File: config.mk
export PLATFORM = sky130hd
export DESIGN_NAME = distance_text_parser
export DESIGN_NICKNAME = d
export VERILOG_FILES = /design/src/rtl/dtp_pkg.sv /design/src/rtl/dtp_step.sv /design/src/rtl/distance_text_parser.sv
export SDC_FILE = /design/constraint.sdc
export NUM_CORES = 1
export LEC_CHECK = 0
export ABC_AREA = 1
export ABC_CLOCK_PERIOD_IN_PS = 14100
export BUFFER_PORTS_ARGS = -buffer_cell sky130_fd_sc_hd__buf_2
export CAP_MARGIN = 30
export CORE_MARGIN = 4
export CORE_UTILIZATION = 45
export CTS_BUF_LIST = sky130_fd_sc_hd__clkbuf_4 sky130_fd_sc_hd__clkbuf_8
export CTS_CLUSTER_SIZE = 20
export DETAILED_ROUTE_END_ITERATION = 8
export SYNTH_ARGS = -nofsm -noshare
export SYNTH_HDL_FRONTEND = slang
export SYNTH_HIERARCHICAL = 1
export SYNTH_SLANG_ARGS = --single-unit
export TNS_END_PERCENT = 100
File: constraint.sdc
create_clock -name i_clk -period 14.1 [get_ports i_clk]
set_input_delay 0.705 -clock i_clk [delete_from_list [all_inputs] [get_ports i_clk]]
set_output_delay 0.705 -clock i_clk [all_outputs]
set_load 0.05 [all_outputs]
File: src/rtl/dtp_pkg.sv
// Shared types and constants for the distance text parser.
// Used by dtp_step and distance_text_parser; depends on nothing else.
package dtp_pkg;

    // Parse phases
    localparam logic [2:0] PH_LEAD  = 3'd0;
    localparam logic [2:0] PH_SIGN  = 3'd1;
    localparam logic [2:0] PH_WHOLE = 3'd2;
    localparam logic [2:0] PH_FRAC  = 3'd3;
    localparam logic [2:0] PH_UNIT  = 3'd4;
    localparam logic [2:0] PH_DONE  = 3'd5;
    localparam logic [2:0] PH_FAIL  = 3'd6;

    localparam logic [30:0] MAX31 = 31'h7FFF_FFFF;

    // Character codes
    localparam logic [7:0] CH_NUL   = 8'h00;
    localparam logic [7:0] CH_TAB   = 8'h09;
    localparam logic [7:0] CH_CR    = 8'h0D;
    localparam logic [7:0] CH_SPACE = 8'h20;
    localparam logic [7:0] CH_PLUS  = 8'h2B;
    localparam logic [7:0] CH_COMMA = 8'h2C;
    localparam logic [7:0] CH_MINUS = 8'h2D;
    localparam logic [7:0] CH_DOT   = 8'h2E;
    localparam logic [7:0] CH_ZERO  = 8'h30;
    localparam logic [7:0] CH_NINE  = 8'h39;
    localparam logic [7:0] CH_UK    = 8'h4B;
    localparam logic [7:0] CH_LK    = 8'h6B;
    localparam logic [7:0] CH_NBSP1 = 8'hC2;
    localparam logic [7:0] CH_NBSP2 = 8'hA0;

    // Parser state carried from byte to byte
    typedef struct packed {
        logic [2:0]  phase;
        logic        minus;
        logic [30:0] whole;
        logic [9:0]  thou;
        logic [1:0]  fdig;
        logic [30:0] outcome;
    } t_state;

    localparam t_state ST_RESET = '{
        phase:   PH_LEAD,
        minus:   1'b0,
        whole:   31'd0,
        thou:    10'd0,
        fdig:    2'd0,
        outcome: 31'd0
    };

endpackage

File: src/rtl/dtp_step.sv
// Next-state and result logic of the distance text parser for one byte.
// Purely combinational; uses dtp_pkg for the state struct and codes.
module dtp_step (
    input  logic [7:0]      i_byte,
    input  dtp_pkg::t_state i_st,
    output dtp_pkg::t_state o_st,
    output logic [30:0]     o_distance_metres,
    output logic            o_parsed
);

    logic        is_digit;
    logic [3:0]  dval;
    logic [34:0] whole_x10;
    logic [30:0] whole_next;
    logic [9:0]  thou_pad;
    logic [9:0]  thou_eff;
    logic [40:0] km_full;
    logic [30:0] km_sat;
    logic        unit_skip;
    logic        unit_k;
    logic        ok;
    logic [30:0] val;

    // Decode the byte
    assign is_digit  = (i_byte >= dtp_pkg::CH_ZERO) && (i_byte <= dtp_pkg::CH_NINE);
    assign dval      = i_byte[3:0];
    assign unit_skip = (i_byte == dtp_pkg::CH_SPACE) || (i_byte == dtp_pkg::CH_TAB) ||
                       (i_byte == dtp_pkg::CH_NBSP1) || (i_byte == dtp_pkg::CH_NBSP2);
    assign unit_k    = (i_byte == dtp_pkg::CH_LK) || (i_byte == dtp_pkg::CH_UK);

    // Accumulate the whole part, saturating
    assign whole_x10  = {4'd0, i_st.whole} * 35'd10 + {31'd0, dval};
    assign whole_next = (whole_x10 > {4'd0, dtp_pkg::MAX31}) ? dtp_pkg::MAX31
                                                             : whole_x10[30:0];

    // Scale a short fraction up to thousandths
    always_comb begin
        case (i_st.fdig)
            2'd0:    thou_pad = 10'd0;
            2'd1:    thou_pad = 10'((i_st.thou << 6) + (i_st.thou << 5) + (i_st.thou << 2));
            2'd2:    thou_pad = 10'((i_st.thou << 3) + (i_st.thou << 1));
            default: thou_pad = i_st.thou;
        endcase
    end

    assign thou_eff = (i_st.phase == dtp_pkg::PH_FRAC) ? thou_pad : i_st.thou;

    // Kilometre value, saturating
    assign km_full = {10'd0, i_st.whole} * 41'd1000 + {31'd0, thou_eff};
    assign km_sat  = (km_full > {10'd0, dtp_pkg::MAX31}) ? dtp_pkg::MAX31 : km_full[30:0];

    // Result on the terminator
    always_comb begin
        val = 31'd0;
        ok  = 1'b0;
        case (i_st.phase)
            dtp_pkg::PH_WHOLE, dtp_pkg::PH_FRAC, dtp_pkg::PH_UNIT: begin
                val = i_st.whole;
                ok  = 1'b1;
            end
            dtp_pkg::PH_DONE: begin
                val = i_st.outcome;
                ok  = 1'b1;
            end
            default: begin
                ok = 1'b0;
            end
        endcase
        if (i_st.minus && (i_st.whole != 31'd0)) begin
            ok = 1'b0;
        end
        o_parsed          = ok;
        o_distance_metres = ok ? val : 31'd0;
    end

    // Advance the parse state
    always_comb begin
        o_st = i_st;
        if (i_byte == dtp_pkg::CH_NUL) begin
            o_st = dtp_pkg::ST_RESET;
        end else begin
            case (i_st.phase)
                dtp_pkg::PH_LEAD: begin
                    if (i_byte inside {dtp_pkg::CH_SPACE, [dtp_pkg::CH_TAB:dtp_pkg::CH_CR]}) begin
                        o_st.phase = dtp_pkg::PH_LEAD;
                    end else if (i_byte inside {dtp_pkg::CH_PLUS, dtp_pkg::CH_MINUS}) begin
                        o_st.minus = (i_byte == dtp_pkg::CH_MINUS);
                        o_st.phase = dtp_pkg::PH_SIGN;
                    end else if (is_digit) begin
                        o_st.whole = {27'd0, dval};
                        o_st.phase = dtp_pkg::PH_WHOLE;
                    end else begin
                        o_st.phase = dtp_pkg::PH_FAIL;
                    end
                end
                dtp_pkg::PH_SIGN: begin
                    if (is_digit) begin
                        o_st.whole = {27'd0, dval};
                        o_st.phase = dtp_pkg::PH_WHOLE;
                    end else begin
                        o_st.phase = dtp_pkg::PH_FAIL;
                    end
                end
                dtp_pkg::PH_WHOLE: begin
                    if (is_digit) begin
                        o_st.whole = whole_next;
                    end else if (i_byte inside {dtp_pkg::CH_DOT, dtp_pkg::CH_COMMA}) begin
                        o_st.thou  = 10'd0;
                        o_st.fdig  = 2'd0;
                        o_st.phase = dtp_pkg::PH_FRAC;
                    end else if (unit_skip) begin
                        o_st.phase = dtp_pkg::PH_UNIT;
                    end else begin
                        o_st.outcome = unit_k ? km_sat : i_st.whole;
                        o_st.phase   = dtp_pkg::PH_DONE;
                    end
                end
                dtp_pkg::PH_FRAC: begin
                    if (is_digit) begin
                        o_st.thou = 10'((i_st.thou << 3) + (i_st.thou << 1) + {6'd0, dval});
                        o_st.fdig = i_st.fdig + 2'd1;
                        if (i_st.fdig == 2'd2) begin
                            o_st.phase = dtp_pkg::PH_UNIT;
                        end
                    end else begin
                        // pad to three digits, then decide the unit
                        o_st.thou = thou_pad;
                        o_st.fdig = 2'd3;
                        if (unit_skip) begin
                            o_st.phase = dtp_pkg::PH_UNIT;
                        end else begin
                            o_st.outcome = unit_k ? km_sat : i_st.whole;
                            o_st.phase   = dtp_pkg::PH_DONE;
                        end
                    end
                end
                dtp_pkg::PH_UNIT: begin
                    if (unit_skip) begin
                        o_st.phase = dtp_pkg::PH_UNIT;
                    end else begin
                        o_st.outcome = unit_k ? km_sat : i_st.whole;
                        o_st.phase   = dtp_pkg::PH_DONE;
                    end
                end
                default: begin
                    // decision made or failed: drop bytes until the terminator
                    o_st = i_st;
                end
            endcase
        end
    end

endmodule

File: src/rtl/distance_text_parser.sv
// Distance text parser top level: input register, parse state, result register.
// Depends on dtp_pkg and dtp_step.
//
// Takes one byte of text per beat and gives one result beat per zero byte:
// the distance in metres (whole part, or whole*1000+thousandths with a 'k'
// unit, saturated at 2147483647) and a parsed flag. A new byte is taken
// every cycle unless the input stalls. A byte is caught in the input
// register and passes the parse step, and a zero byte's result is then
// loaded into the result register, which offers the result beat. While a
// result beat waits under stall, the byte in the input register waits too
// and the input stalls. The saturating multiply-adds in the parse step set
// the cycle time. The parser returns to its start state after each zero
// byte.
module distance_text_parser (
    input  logic        i_clk,
    input  logic        i_rst_n,
    input  logic        i_in_valid,
    output logic        o_in_stall,
    input  logic [7:0]  i_text_byte,
    output logic        o_out_valid,
    input  logic        i_out_stall,
    output logic [30:0] o_distance_metres,
    output logic        o_parsed
);

    logic            r_in_valid;
    logic [7:0]      r_in_byte;
    dtp_pkg::t_state r_st;
    dtp_pkg::t_state n_st;
    logic            r_out_valid;
    logic [30:0]     r_dist;
    logic            r_parsed;
    logic [30:0]     n_dist;
    logic            n_parsed;
    logic            adv;

    // Result register free or draining this cycle
    assign adv        = !r_out_valid || !i_out_stall;
    assign o_in_stall = r_in_valid && !adv;

    dtp_step u_step (
        .i_byte            (r_in_byte),
        .i_st              (r_st),
        .o_st              (n_st),
        .o_distance_metres (n_dist),
        .o_parsed          (n_parsed)
    );

    // Input register
    always_ff @(posedge i_clk) begin
        if (!i_rst_n) begin
            r_in_valid <= 1'b0;
        end else if (!o_in_stall) begin
            r_in_valid <= i_in_valid;
        end
    end

    always_ff @(posedge i_clk) begin
        if (!o_in_stall && i_in_valid) begin
            r_in_byte <= i_text_byte;
        end
    end

    // Parse state: advance on each byte that moves on
    always_ff @(posedge i_clk) begin
        if (!i_rst_n) begin
            r_st <= dtp_pkg::ST_RESET;
        end else if (r_in_valid && adv) begin
            r_st <= n_st;
        end
    end

    // Result register: load on the terminator
    always_ff @(posedge i_clk) begin
        if (!i_rst_n) begin
            r_out_valid <= 1'b0;
        end else if (adv) begin
            r_out_valid <= r_in_valid && (r_in_byte == dtp_pkg::CH_NUL);
        end
    end

    always_ff @(posedge i_clk) begin
        if (adv && r_in_valid && (r_in_byte == dtp_pkg::CH_NUL)) begin
            r_dist   <= n_dist;
            r_parsed <= n_parsed;
        end
    end

    assign o_out_valid       = r_out_valid;
    assign o_distance_metres = r_dist;
    assign o_parsed          = r_parsed;

endmodule

==> summary.txt <==
Run status
  • Status: completed

STA
  • Tcrit/Tclk final: 0.5310
  • Slew @ Worst Pin: 985.2 ps
  • Fmax: 133.6 MHz
  • Final Slew Violations: 0
  • Slew HR: 0.3417
  • Hold WS: 404.4 ps
  • Hold Vio Cnt, Final: 0
  • Period minus WS final: 7487 ps
  • Setup repair after global routing missed its margin: no
  • Worst Clk Skew: 19.67 ps
  • Setup tns final: 0 ps
  • Final setup vio count: 0

Clock tree
  • Clk buf depth: 2
  • Setup Buffers After CTS: 0
  • Clk slew on worst S/H paths: 80 ps
  • Post-CTS Hold Fix Bufs: 0
  • Root Driver: clkbuf_8
  • # clock sinks: 120
  • Clk Latency, worst-skew pair: 480 ps
  • Htree depth: 4
  • Post-CTS sizing: 0
  • CTS buffer count: 17
  • TritonCTS clock tree: done

Setup path
  • Crit Path Class: reg -> reg
  • CP endpoint kind: flip-flop
  • Crit path top cell by count: nand2_1
  • Max incr delay on CP: 740 ps
  • Critical path required time: 14470 ps
  • Worst reg-to-reg path cell count: 28
  • Startpoint types: flip-flop
  • CP arrival: 7860 ps
  • R2r endpoint: r_st[17]$_SDFFE_PN0P_
  • Reg-to-Reg Start: r_st[46]$_SDFFE_PN0P_
  • Peak fanout along the critical path: 31
  • Reg2Reg Setup Slack: 6610 ps
  • Slowest-stage cell, CP: nor2_4

Hold path
  • Hold EP: r_in_byte[6]$_DFFE_PP_
  • Hold WC Path Type: in -> reg
  • Hold Path Origin: i_text_byte[6]
  • Hold Path Cell Cnt: 1

Global routing
  • Global-route wire length before repair: 108600 um
  • Global route overflow: 0
  • Total GRT Usage: 0.2930
  • Pin count of the biggest net entering global routing: 81
  • Initial antenna violation count: 0
  • Vias in the first global route: 19408

Logic synthesis
  • Sequential area share after synthesis: 0.1446
  • Mean Syn Cell Area: 6.332 um^2
  • Syn nets: 3376
  • Synth Register Bits: 120
  • Most frequent cell after synthesis: nand2_1
  • Gate Count Post-Synth: 3061
  • Synth top area share: 0.1400
  • Dominant synthesized flop cell: dfxtp_1
  • Synth cell types: 55
  • EDFF count, synth: 40
  • Commonest cells in the synthesized netlist: nand2_1, inv_1, nor2_1, a21oi_1, o21ai_0
  • Top cell type by total area after synthesis: nand2_1
  • Yosys warns: 6
  • Mapped Area: 19380 um^2
  • Synth area leaders: nand2_1, fa_1, ha_1
  • Async set-reset flop share out of synthesis: 0

Finish
  • Final core utilization: 0.4826
  • # nets final: 3370
  • Fillers: 4516
  • Share of cells above drive strength 1: 0.05671
  • Inserted Diodes: 0
  • Final non-filler cell total: 3607
  • Area grow syn2layout: 5.138%

Floorplan
  • Ports: 46
  • Die Height: 215.5 um
  • Die Width: 215.5 um
  • # rows: 75
  • Core Box Area: 42230 um^2
  • Initial Util: 0.4590
  • Die area: 46460 um^2

Power
  • VDD IR max: 0.08110 mV
  • Power per standard cell area: 123.8 nW/um^2
  • P_leak: 9.657 nW

Routing
  • TritonRoute pass-1 iters: 8
  • Antenna viol nets, final: 0
  • Via density: 5.568
  • DRC: 0
  • Final wirelength: 69440 um
  • WL/cell: 19.25 um
  • Detailed Route Iter0 Violations: 1709
  • Via Count: 20082

Flow run
  • Max-cap viol count: 0

Place
  • Placed wire-length estimate: 55050 um
  • Placed cells: 3575
  • PortBufs: 45
  • Gpl congestion: 0.9075
worst max-delay path, delay by kind of cell (launching register included):
kind | cells | cell delay, ps
AO/OA/AOI/OAI | 2 | 240
AND/OR/NAND/NOR | 19 | 3470
flip-flops | 1 | 700
buffers and inverters | 2 | 360
adder cells (fa/ha/maj) | 5 | 2560
cell type report:
class | instances | area, um^2 | area share
Clock inverter | 15 | 163.9 | 0.008043
Multi-Input combinational cell | 2358 | 14270 | 0.7001
Tap cell | 539 | 674.4 | 0.03309
Timing Repair Buffer | 61 | 365.4 | 0.01793
Sequential cell | 120 | 2803 | 0.1375
Inverter | 497 | 1871 | 0.09179
Clock buffer | 17 | 234.0 | 0.01148
cell families after synthesis:
kind of cell,share of synthesized area
xor gates and xnor gates,0.02802
AOI/OAI and AO/OA,0.1480
muxes,0.0005164
adders and majority gates,0.2432
and+or+nand+nor,0.3150
DFF,0.1446
buffers and inverters,0.1207
cells in the final DEF (no fill, tap or decap), types with 11 or more instances in the layout:
cell      netlist  final
nand2_1       723    721
inv_1         480    480
nor2_1        386    384
a21oi_1       264    264
o21ai_0       219    219
nand3_1       190    190
ha_1          180    180
fa_1          123    123
dfxtp_1        80     80
nand4_1        49     49
buf_2           6     45
edfxtp_1       40     40
xor2_1         35     35
xnor2_1        27     27
nor3_1         24     24
nor2_2         18     20
clkbuf_8        4     17
nand2_2        14     16
buf_4           9     15
inv_2          11     11
power by group:
part / total [mW] / switching, mW / internal [mW]
Combinational: 1.77 / 1.24 / 0.538
Sequential: 0.418 / 0.0441 / 0.374
Clock: 0.332 / 0.171 / 0.160
Total: 2.52 / 1.45 / 1.07
flip-flops by register name, summed over array words and instances (netlist names):
signal             flops
r_in_valid             1
o_distance_metres     31
r_in_byte              8
r_st                  78
o_parsed               1
o_out_valid            1
through the flow:
stage	worst slack [ps]	area, um^2	power (mW)
floorplan	8527	19380	1.689
global placement	6849	19950	2.151
detailed placement	6756	19980	2.164
CTS	6736	20380	2.507
global route	6085	20380	2.771
finish	6613	20380	2.523
worst max path at each step:
stage / start / endpoint / slack [ps]
5_1_grt: r_st[44]$_SDFFE_PN0P_ / r_st[12]$_SDFFE_PN0P_ / 6090
2_1_floorplan: r_st[44]$_SDFFE_PN0P_ / r_st[1]$_SDFFE_PN0P_ / 8530
4_1_cts: r_st[49]$_SDFFE_PN0P_ / r_st[17]$_SDFFE_PN0P_ / 6740
6_report: r_st[46]$_SDFFE_PN0P_ / r_st[17]$_SDFFE_PN0P_ / 6610
3_3_place_gp: r_st[44]$_SDFFE_PN0P_ / r_st[0]$_SDFFE_PN0P_ / 6850
3_5_place_dp: r_st[46]$_SDFFE_PN0P_ / r_st[12]$_SDFFE_PN0P_ / 6760
metal layers:
layer,track usage,wire (um),share of wire
met3,0.04332,4887,0.070
met2,0.4872,32140,0.46
met4,0.07473,1637,0.024
met1,0.4019,30770,0.44
met5,0,0,0
Note: power is estimated with default switching activity, not from simulation.
